### config.mk
export PLATFORM = sky130hd
export DESIGN_NAME = roadmap_edge_distance_check_top
export DESIGN_NICKNAME = d
export VERILOG_FILES = /design/src/rtl/core/redc_pkg.sv /design/src/rtl/core/redc_front.sv /design/src/rtl/core/redc_fifo.sv /design/src/rtl/core/redc_root.sv /design/src/rtl/core/roadmap_edge_distance_check_top.sv
export SDC_FILE = /design/constraint.sdc
export NUM_CORES = 1
export LEC_CHECK = 0
export BUFFER_PORTS_ARGS = -buffer_cell sky130_fd_sc_hd__buf_4
export CAP_MARGIN = 25
export CORE_AREA = 2 2 227 229
export CTS_CLUSTER_SIZE = 8
export DETAILED_ROUTE_END_ITERATION = 10
export DIE_AREA = 0 0 229 231
export PLACE_DENSITY = 0.76
export SLEW_MARGIN = 25
export SYNTH_ARGS = -nofsm -noshare
export SYNTH_HDL_FRONTEND = slang
export SYNTH_SLANG_ARGS = --single-unit
### constraint.sdc
create_clock -name clk -period 8.6 [get_ports clk]
set_clock_uncertainty 0.1 [all_clocks]
set_input_delay 1.72 -clock clk [delete_from_list [all_inputs] [get_ports clk]]
set_output_delay 1.72 -clock clk [all_outputs]
set_load 0.02 [all_outputs]
### src/rtl/core/redc_pkg.sv
// shared constants for the roadmap edge distance check
`default_nettype none

package redc_pkg;

	// coordinate width used when no other is given
	localparam int COORD_BITS_DEF = 16;

	// link limit register and distance result
	localparam int             LIMIT_W     = 17;
	localparam logic [16:0]    LIMIT_RESET = 17'd2048;
	localparam logic [16:0]    DIST_MAX    = 17'd131071;

	// configuration port
	localparam int             APB_ADDR_W     = 3;
	localparam int             APB_DATA_W     = 32;
	localparam logic [0:0]     REG_LINK_LIMIT = 1'b0;

	// result word: edge_ok then distance, padded to whole bytes
	localparam int             OUT_DATA_W = 24;

	// depth of the queue between front and back
	localparam int             FIFO_DEPTH = 2;

endpackage

`default_nettype wire

### src/rtl/core/redc_front.sv
// front end: per-joint squared distance and running maximum over a pose pair
`default_nettype none

module redc_front
	import redc_pkg::*;
#(
	parameter int COORD_BITS = COORD_BITS_DEF,
	localparam int SUM_W = (2 * COORD_BITS + 2 > 64) ? 64 : 2 * COORD_BITS + 2
) (
	input  wire logic                         clk,
	input  wire logic                         arst_n,
	input  wire logic                         in_valid,
	output logic                              in_ready,
	input  wire logic signed [COORD_BITS-1:0] ax,
	input  wire logic signed [COORD_BITS-1:0] ay,
	input  wire logic signed [COORD_BITS-1:0] az,
	input  wire logic signed [COORD_BITS-1:0] bx,
	input  wire logic signed [COORD_BITS-1:0] by,
	input  wire logic signed [COORD_BITS-1:0] bz,
	input  wire logic                         pair_allowed,
	input  wire logic                         last_joint,
	output logic                              push_valid,
	input  wire logic                         push_ready,
	output logic [SUM_W:0]                    push_data
);

	localparam logic [2:0] ST_IDLE = 3'd0;
	localparam logic [2:0] ST_MUL0 = 3'd1;
	localparam logic [2:0] ST_MUL1 = 3'd2;
	localparam logic [2:0] ST_MUL2 = 3'd3;
	localparam logic [2:0] ST_FIN  = 3'd4;

	logic [2:0]                state_q;
	logic [COORD_BITS-1:0]     mag_q [3];
	logic                      allowed_q;
	logic                      last_q;
	logic [2*COORD_BITS-1:0]   prod_s1;
	logic [SUM_W-1:0]          sum_q;
	logic [SUM_W-1:0]          max_q;
	logic [COORD_BITS-1:0]     mag_sel;
	logic [SUM_W:0]            sum_ext;
	logic [SUM_W-1:0]          sum_sat;
	logic [SUM_W-1:0]          new_max;
	logic                      fin_ok;
	logic                      accept;
	logic [COORD_BITS-1:0]     mag_in [3];

	function automatic logic [COORD_BITS-1:0] abs_diff(
		input logic signed [COORD_BITS-1:0] a,
		input logic signed [COORD_BITS-1:0] b
	);
		logic signed [COORD_BITS:0] d;
		logic        [COORD_BITS:0] m;
		d = {a[COORD_BITS-1], a} - {b[COORD_BITS-1], b};
		m = d[COORD_BITS] ? -d : d;
		return m[COORD_BITS-1:0];
	endfunction

	assign mag_in[0] = abs_diff(ax, bx);
	assign mag_in[1] = abs_diff(ay, by);
	assign mag_in[2] = abs_diff(az, bz);

	always_comb begin
		case (state_q)
			ST_MUL1: mag_sel = mag_q[1];
			ST_MUL2: mag_sel = mag_q[2];
			default: mag_sel = mag_q[0];
		endcase
	end

	// saturating accumulate of the registered product
	assign sum_ext = {1'b0, sum_q} + (SUM_W + 1)'(prod_s1);
	assign sum_sat = sum_ext[SUM_W] ? {SUM_W{1'b1}} : sum_ext[SUM_W-1:0];
	assign new_max = (sum_sat > max_q) ? sum_sat : max_q;

	assign fin_ok     = (state_q == ST_FIN) && (!last_q || push_ready);
	assign in_ready   = (state_q == ST_IDLE) || fin_ok;
	assign accept     = in_valid && in_ready;
	assign push_valid = (state_q == ST_FIN) && last_q;
	assign push_data  = {allowed_q, new_max};

	always_ff @(posedge clk or negedge arst_n) begin
		if (!arst_n) begin
			state_q <= ST_IDLE;
			max_q   <= '0;
		end else begin
			case (state_q)
				ST_IDLE: begin
					if (accept) state_q <= ST_MUL0;
				end
				ST_MUL0: state_q <= ST_MUL1;
				ST_MUL1: state_q <= ST_MUL2;
				ST_MUL2: state_q <= ST_FIN;
				ST_FIN: begin
					if (fin_ok) begin
						max_q   <= last_q ? '0 : new_max;
						state_q <= accept ? ST_MUL0 : ST_IDLE;
					end
				end
				default: state_q <= ST_IDLE;
			endcase
		end
	end

	always_ff @(posedge clk) begin
		if (accept) begin
			mag_q     <= mag_in;
			allowed_q <= pair_allowed;
			last_q    <= last_joint;
		end
		if (state_q == ST_MUL0 || state_q == ST_MUL1 || state_q == ST_MUL2) begin
			prod_s1 <= mag_sel * mag_sel;
		end
		if (state_q == ST_MUL0) begin
			sum_q <= '0;
		end else if (state_q == ST_MUL1 || state_q == ST_MUL2) begin
			sum_q <= sum_sat;
		end
	end

endmodule

`default_nettype wire

### src/rtl/core/redc_fifo.sv
// short register queue between front and back
`default_nettype none

module redc_fifo
	import redc_pkg::*;
#(
	parameter int W = 35
) (
	input  wire logic         clk,
	input  wire logic         arst_n,
	input  wire logic         in_valid,
	output logic              in_ready,
	input  wire logic [W-1:0] in_data,
	output logic              out_valid,
	input  wire logic         out_ready,
	output logic [W-1:0]      out_data
);

	localparam int PTR_W = (FIFO_DEPTH > 1) ? $clog2(FIFO_DEPTH) : 1;
	localparam int CNT_W = $clog2(FIFO_DEPTH + 1);

	logic [W-1:0]     mem_q [FIFO_DEPTH];
	logic [PTR_W-1:0] wr_ptr_q;
	logic [PTR_W-1:0] rd_ptr_q;
	logic [CNT_W-1:0] cnt_q;
	logic             push;
	logic             pop;

	assign in_ready  = cnt_q != CNT_W'(FIFO_DEPTH);
	assign out_valid = cnt_q != '0;
	assign out_data  = mem_q[rd_ptr_q];
	assign push      = in_valid && in_ready;
	assign pop       = out_valid && out_ready;

	function automatic logic [PTR_W-1:0] next_ptr(input logic [PTR_W-1:0] p);
		return (p == PTR_W'(FIFO_DEPTH - 1)) ? '0 : p + 1'b1;
	endfunction

	always_ff @(posedge clk or negedge arst_n) begin
		if (!arst_n) begin
			wr_ptr_q <= '0;
			rd_ptr_q <= '0;
			cnt_q    <= '0;
		end else begin
			if (push) wr_ptr_q <= next_ptr(wr_ptr_q);
			if (pop)  rd_ptr_q <= next_ptr(rd_ptr_q);
			if (push && !pop) begin
				cnt_q <= cnt_q + 1'b1;
			end else if (pop && !push) begin
				cnt_q <= cnt_q - 1'b1;
			end
		end
	end

	always_ff @(posedge clk) begin
		if (push) mem_q[wr_ptr_q] <= in_data;
	end

endmodule

`default_nettype wire

### src/rtl/core/redc_root.sv
// back end: bit-pair integer square root, limit compare and result register
`default_nettype none

module redc_root
	import redc_pkg::*;
#(
	parameter int SUM_W = 34
) (
	input  wire logic               clk,
	input  wire logic               arst_n,
	input  wire logic               in_valid,
	output logic                    in_ready,
	input  wire logic [SUM_W:0]     in_data,
	input  wire logic [LIMIT_W-1:0] link_limit,
	output logic                    out_valid,
	input  wire logic               out_ready,
	output logic                    out_edge_ok,
	output logic [LIMIT_W-1:0]      out_distance
);

	localparam int ROOT_W = SUM_W / 2;
	localparam int CNT_W  = $clog2(ROOT_W);
	localparam int CMP_W  = (ROOT_W > LIMIT_W) ? ROOT_W : LIMIT_W;

	localparam logic [1:0] ST_IDLE = 2'd0;
	localparam logic [1:0] ST_RUN  = 2'd1;
	localparam logic [1:0] ST_DONE = 2'd2;

	logic [1:0]          state_q;
	logic [SUM_W-1:0]    rad_q;
	logic [ROOT_W+1:0]   rem_q;
	logic [ROOT_W-1:0]   root_q;
	logic [CNT_W-1:0]    cnt_q;
	logic                allowed_q;
	logic                out_valid_q;
	logic                edge_q;
	logic [LIMIT_W-1:0]  dist_q;
	logic [ROOT_W+1:0]   rem_sh;
	logic [ROOT_W+1:0]   trial;
	logic                ge;
	logic [CMP_W-1:0]    root_ext;
	logic                load_out;

	assign rem_sh = {rem_q[ROOT_W-1:0], rad_q[SUM_W-1 -: 2]};
	assign trial  = {root_q, 2'b01};
	assign ge     = rem_sh >= trial;

	assign root_ext = CMP_W'(root_q);
	assign load_out = (state_q == ST_DONE) && (!out_valid_q || out_ready);

	assign in_ready     = state_q == ST_IDLE;
	assign out_valid    = out_valid_q;
	assign out_edge_ok  = edge_q;
	assign out_distance = dist_q;

	always_ff @(posedge clk or negedge arst_n) begin
		if (!arst_n) begin
			state_q     <= ST_IDLE;
			out_valid_q <= 1'b0;
		end else begin
			// a new result replaces the one just taken
			if (load_out) begin
				out_valid_q <= 1'b1;
			end else if (out_ready) begin
				out_valid_q <= 1'b0;
			end
			case (state_q)
				ST_IDLE: begin
					if (in_valid) state_q <= ST_RUN;
				end
				ST_RUN: begin
					if (cnt_q == CNT_W'(ROOT_W - 1)) state_q <= ST_DONE;
				end
				ST_DONE: begin
					if (load_out) state_q <= ST_IDLE;
				end
				default: state_q <= ST_IDLE;
			endcase
		end
	end

	always_ff @(posedge clk) begin
		if (state_q == ST_IDLE && in_valid) begin
			rad_q     <= in_data[SUM_W-1:0];
			allowed_q <= in_data[SUM_W];
			rem_q     <= '0;
			root_q    <= '0;
			cnt_q     <= '0;
		end else if (state_q == ST_RUN) begin
			rad_q  <= {rad_q[SUM_W-3:0], 2'b00};
			rem_q  <= ge ? rem_sh - trial : rem_sh;
			root_q <= {root_q[ROOT_W-2:0], ge};
			cnt_q  <= cnt_q + 1'b1;
		end
		if (load_out) begin
			edge_q <= allowed_q && (root_ext < CMP_W'(link_limit));
			dist_q <= (root_ext > CMP_W'(DIST_MAX)) ? DIST_MAX : root_ext[LIMIT_W-1:0];
		end
	end

endmodule

`default_nettype wire

### src/rtl/core/roadmap_edge_distance_check_top.sv
// top level of the roadmap edge distance check
//
// one input word per joint of a pose pair: both 3d positions of the joint in
// s_tdata, the pair flag in s_tuser, s_tlast on the final joint. the front
// end takes a new word while idle or as it finishes the last: one shared
// multiplier squares the three axis differences in turn, then the running
// maximum is updated. on the last joint the maximum goes into a two-entry
// queue; the back end takes the floor square root one bit pair per cycle and
// compares it with link_limit. one result word per pair on m_tdata: edge_ok
// in bit 0, distance above it. a last joint passes the front end, the queue,
// the root unit and the output register on its way to m_tvalid. the front
// end works on new joints while the root unit works on an earlier pair; the
// root unit takes a new queue entry only once its result is in the output
// register. while m_tready is low the root unit finishes its root and waits;
// the queue fills, and once it is full s_tready stays low on a last joint.
// reset clears the running maximum, empties the queue and output, and sets
// link_limit to 2048. link_limit is written over the apb port at offset 0.
`default_nettype none

module roadmap_edge_distance_check_top
	import redc_pkg::*;
#(
	parameter int COORD_BITS = COORD_BITS_DEF,
	localparam int IN_DATA_W = ((6 * COORD_BITS + 7) / 8) * 8
) (
	input  wire logic                  clk,
	input  wire logic                  arst_n,
	// input word
	input  wire logic                  s_tvalid,
	output logic                       s_tready,
	input  wire logic [IN_DATA_W-1:0]  s_tdata,  // ax, ay, az, bx, by, bz, zero pad
	input  wire logic                  s_tuser,  // pair_allowed
	input  wire logic                  s_tlast,  // last_joint
	// result word
	output logic                       m_tvalid,
	input  wire logic                  m_tready,
	output logic [OUT_DATA_W-1:0]      m_tdata,  // edge_ok, distance, zero pad
	// configuration
	input  wire logic                  psel,
	input  wire logic                  penable,
	input  wire logic                  pwrite,
	input  wire logic [APB_ADDR_W-1:0] paddr,
	input  wire logic [APB_DATA_W-1:0] pwdata,
	output logic [APB_DATA_W-1:0]      prdata,
	output logic                       pready
);

	localparam int SUM_W = (2 * COORD_BITS + 2 > 64) ? 64 : 2 * COORD_BITS + 2;

	logic [LIMIT_W-1:0] link_limit_q;
	logic               reg_hit;

	logic               push_valid;
	logic               push_ready;
	logic [SUM_W:0]     push_data;
	logic               pop_valid;
	logic               pop_ready;
	logic [SUM_W:0]     pop_data;

	logic               edge_ok;
	logic [LIMIT_W-1:0] distance;

	// apb register: zero wait states
	assign pready  = 1'b1;
	assign reg_hit = paddr[APB_ADDR_W-1:2] == REG_LINK_LIMIT;
	assign prdata  = reg_hit ? APB_DATA_W'(link_limit_q) : '0;

	always_ff @(posedge clk or negedge arst_n) begin
		if (!arst_n) begin
			link_limit_q <= LIMIT_RESET;
		end else if (psel && penable && pwrite && pready && reg_hit) begin
			link_limit_q <= pwdata[LIMIT_W-1:0];
		end
	end

	// front end: squares and running maximum
	redc_front #(
		.COORD_BITS (COORD_BITS)
	) u_front (
		.clk          (clk),
		.arst_n       (arst_n),
		.in_valid     (s_tvalid),
		.in_ready     (s_tready),
		.ax           (s_tdata[0*COORD_BITS +: COORD_BITS]),
		.ay           (s_tdata[1*COORD_BITS +: COORD_BITS]),
		.az           (s_tdata[2*COORD_BITS +: COORD_BITS]),
		.bx           (s_tdata[3*COORD_BITS +: COORD_BITS]),
		.by           (s_tdata[4*COORD_BITS +: COORD_BITS]),
		.bz           (s_tdata[5*COORD_BITS +: COORD_BITS]),
		.pair_allowed (s_tuser),
		.last_joint   (s_tlast),
		.push_valid   (push_valid),
		.push_ready   (push_ready),
		.push_data    (push_data)
	);

	// per-pair maximum and flag waiting for the root unit
	redc_fifo #(
		.W (SUM_W + 1)
	) u_fifo (
		.clk       (clk),
		.arst_n    (arst_n),
		.in_valid  (push_valid),
		.in_ready  (push_ready),
		.in_data   (push_data),
		.out_valid (pop_valid),
		.out_ready (pop_ready),
		.out_data  (pop_data)
	);

	// back end: square root, compare, output register
	redc_root #(
		.SUM_W (SUM_W)
	) u_root (
		.clk          (clk),
		.arst_n       (arst_n),
		.in_valid     (pop_valid),
		.in_ready     (pop_ready),
		.in_data      (pop_data),
		.link_limit   (link_limit_q),
		.out_valid    (m_tvalid),
		.out_ready    (m_tready),
		.out_edge_ok  (edge_ok),
		.out_distance (distance)
	);

	assign m_tdata = OUT_DATA_W'({distance, edge_ok});

	// an edge is only reported for a distance below the limit
	a_edge_below_limit: assert property (@(posedge clk) disable iff (!arst_n)
		m_tvalid && edge_ok |-> distance < link_limit_q)
		else $error("edge reported at or above link limit");

	// the front end holds its push while the queue is full
	a_no_overflow: assert property (@(posedge clk) disable iff (!arst_n)
		push_valid && !push_ready |=> push_valid)
		else $error("front end dropped a pair result");

	// once the root unit takes a queued entry it is no longer ready
	a_pop_nonempty: assert property (@(posedge clk) disable iff (!arst_n)
		pop_ready && pop_valid |=> !pop_ready)
		else $error("root unit took an entry without starting");

endmodule

`default_nettype wire
==> summary.md <==
| Metric | Value |
|---|---|
| Status | complete, no violations |
| Vias per cell | around 5.6 |
| Tcrit/Tclk final | between 90% and 100% |
| Placement Cell Area | 29400 um2 |
| Mean Syn Cell Area | approximately 9.5 um2 |
| Routed Antenna Nets | 0 |
| CTS buffer count | 49 |
| PostCTS Resize Cnt | 0 |
| Clock sink total | 338 |
| Vias | ~21k |
| Count of final setup violators | 0 |
| MaxCap Viol Count | 0 |
| Final WS setup | 0.620 ns |
| Setup Buffers After CTS | 0 |
| Io pins | approximately 200 |
| Final Hold Vio Count | 0 |
| Vias in the first global route | 21.3k |
| Total core area | 50700 um2 |
| Placer Congestion | around 0.95 |
| Clk pin slew, worst setup/hold paths | approximately 0.050 ns |
| Synth area leaders | edfxtp_1 (22%), fa_1 (12%), ha_1 (11%) |
| Distinct cells, synth | 89 |
| Max Slew Vio Count | 0 |
| DRC Markers | 0 |
| Worst-case clock buffer depth | 3 |
| H-Tree Depth | 2 |
| EDFF count, synth | 204 |
| CP Capture Type | flip-flop |
| Synth-to-Final Area Change | 12.7% |
| Clk_lat worst skew | between 0.5 and 0.6 ns |
| WP data required | 8.82 ns |
| FP Rows | 83 |
| GRT Total Usage | a little under a quarter |
| Die height | between 200 and 250 um |
| RSZ-0062 raised after global routing | false |
| Max_slew headroom | approximately two fifths |
| Share of the synthesized area in the top cell type | approximately 22% |
| HPWL Detailed | 48600 um |
| Main synth FF type | edfxtp_1 |
| Total Wirelength | 62600 um |
| Slew @ Worst Pin | around 0.9 ns |
| DR WL/cell | roughly 17 um |
| Setup tns final | 0 ns |
| Sequential fraction of the synthesis area | 33.3% |
| Largest net degree at the start of global routing | approximately 70 |
| CTS tree | done |
| Final Critical Period | 7.98 ns |
| Root buffer cell | clkbuf_16 |
| Initial drt markers | 1163 |
| Post-route design area | 30900 um2 |
| FFs w/ async S/R, synth | a little under a fifth |
| Worst Hold Class | reg2reg |
| Cell Area, Synth | about 27000 um2 |
| Port Buffer Count | about 160 |
| Die area | about 53000 um2 |
| Top cells by count, synth | inv_1 (422), nor2_1 (257), ha_1 (251), edfxtp_1 (204), nand2_1 (204) |
| Synth Warn # | 0 |
| Hold Buf Count CTS | 0 |
| Seq cells post-synth | 338 |
| Layout Nets | around 3.6k |
| Fin util | 60.9% |
| CP Launch Type | flip-flop |
| Die Wd | about 230 um |
| Most numerous cell in the Yosys netlist | inv_1 |
| Setup slack at placement | between 0.5 and 0.6 ns |
| ANT cells | 0 |
| Cells after Synth | around 2.9k |
| Achievable Freq | roughly 0.13 GHz |
| Share of cells above drive strength 1 | between 10 and 15% |
| Global-route wire length before repair | roughly 100000 um |
| Initial antenna violation count | 0 |
| Total gr overflow | 0 |
| Synth area leader | edfxtp_1 |
| Crit Path Category | reg2reg |
| Initial Util | 54.1% |
| CP Max Fanout | 12 |
| DRT Pass-1 Iters | 6 |
| Data arrival, critical path | a little over 8 ns |
[worst paths after layout]
path	from	endpoint	slack (ns)	cells past startpoint
worst max-delay path	u_front.state_q[0]$_DFFE_PN0P_	u_front.prod_s1[31]$_DFFE_PP_	0.62	26
worst min-delay path	u_front.allowed_q$_DFFE_PP_	u_fifo.mem_q[1][34]$_DFFE_PP_	0.35	0
worst max register to register	u_front.state_q[0]$_DFFE_PN0P_	u_front.prod_s1[31]$_DFFE_PP_	0.62	26
worst min register to register	u_front.allowed_q$_DFFE_PP_	u_fifo.mem_q[1][34]$_DFFE_PP_	0.35	0
max in group asynchronous	arst_n	u_fifo.rd_ptr_q$_DFFE_PN0P_	6.54	1
min in group asynchronous	arst_n	link_limit_q[2]$_DFFE_PN0P_	1.15	1
[flip-flops by register name, indices dropped and copies added (netlist names), 2 cells and up]
register,count
link_limit_q,17
u_fifo.mem_q,70
u_root.cnt_q,5
u_root.state_q,2
u_root.root_ext,17
u_root.out_distance,17
u_front.max_q,34
u_front.sum_q,34
u_front.state_q,3
u_root.rad_q,34
u_root.rem_q,17
u_front.mag_q,48
u_front.prod_s1,31
u_fifo.cnt_q,2
[cell type report]
cell class | count | area (um2)
clock buffer | 86 | 1370
clock inverter | 6 | 124
fill | 4266 | 19800
inverter | 429 | 1610
multi-input combinational | 2002 | 16200
sequential | 338 | 9120
tap | 680 | 851
timing repair buffer | 209 | 1580
[cell families (layout without fill, tap and decap cells)]
family | count (synthesis) | in the layout | share of synthesized area (%)
and+or+nand+nor | 701 | 701 | 11.8
adders and majority gates | 418 | 418 | 23.7
DFF | 338 | 338 | 33.3
other | 2 | 22 | 0.0274
AOI/OAI and AO/OA | 627 | 627 | 15.2
buffers and inverters | 563 | 730 | 8.07
xor gates and xnor gates | 149 | 149 | 4.76
muxes | 85 | 85 | 3.22
[cell usage in the layout (no fill, tap or decap), types with 25 or more instances in the layout]
cell and count:
ha_1 251, inv_1 422, fa_1 167, dfxtp_1 73
xnor2_1 97, a31oi_1 27, xor2_1 52, mux2_2 26
o21ai_0 127, a21oi_1 146, o21a_1 39, edfxtp_1 204
dfrtp_1 58, a22o_1 29, mux2i_1 59, nor3_1 39
nand3_1 33, clkbuf_1 37, buf_4 208, clkbuf_16 49
nor2_1 254, a21o_1 73, a211oi_1 26, nand2_1 204
nand4_1 25
[per-layer routing]
layer	up-vias	part of all wire (%)	GRT usage [%]
met5	-	0	0
met4	0	3.1	8.22
met3	122	4.4	2.64
met2	499	50	42.4
met1	10200	43	29.8
li1	10100	-	-
[metrics by stage]
stage	hold WS, ns	cells
after floorplan	0.321	2903
after global placement	0.326	3657
after detailed placement	0.336	3658
after CTS	0.348	3750
after global routing	0.367	3750
final	0.349	3750
[critical path, stage by stage (launching register included)]
cell,delay [ns]
dfrtp_2,0.57
buf_4,0.29
mux2i_1,0.10
o21ai_1,0.24
inv_1,0.10
nor2_1,0.30
fa_1,0.50
fa_1,0.53
inv_1,0.06
fa_1,0.47
inv_1,0.05
fa_1,0.50
fa_1,0.54
inv_1,0.05
fa_1,0.53
inv_1,0.04
ha_1,0.37
a21o_1,0.21
a21o_1,0.19
a2111oi_0,0.50
o21ai_0,0.20
a2111oi_0,0.41
buf_4,0.19
o31ai_1,0.13
a221oi_1,0.30
o21bai_1,0.11
xnor2_1,0.12
Power is not shown: default switching activity piles up to over one toggle a cycle in this logic, so the estimate is an artifact.
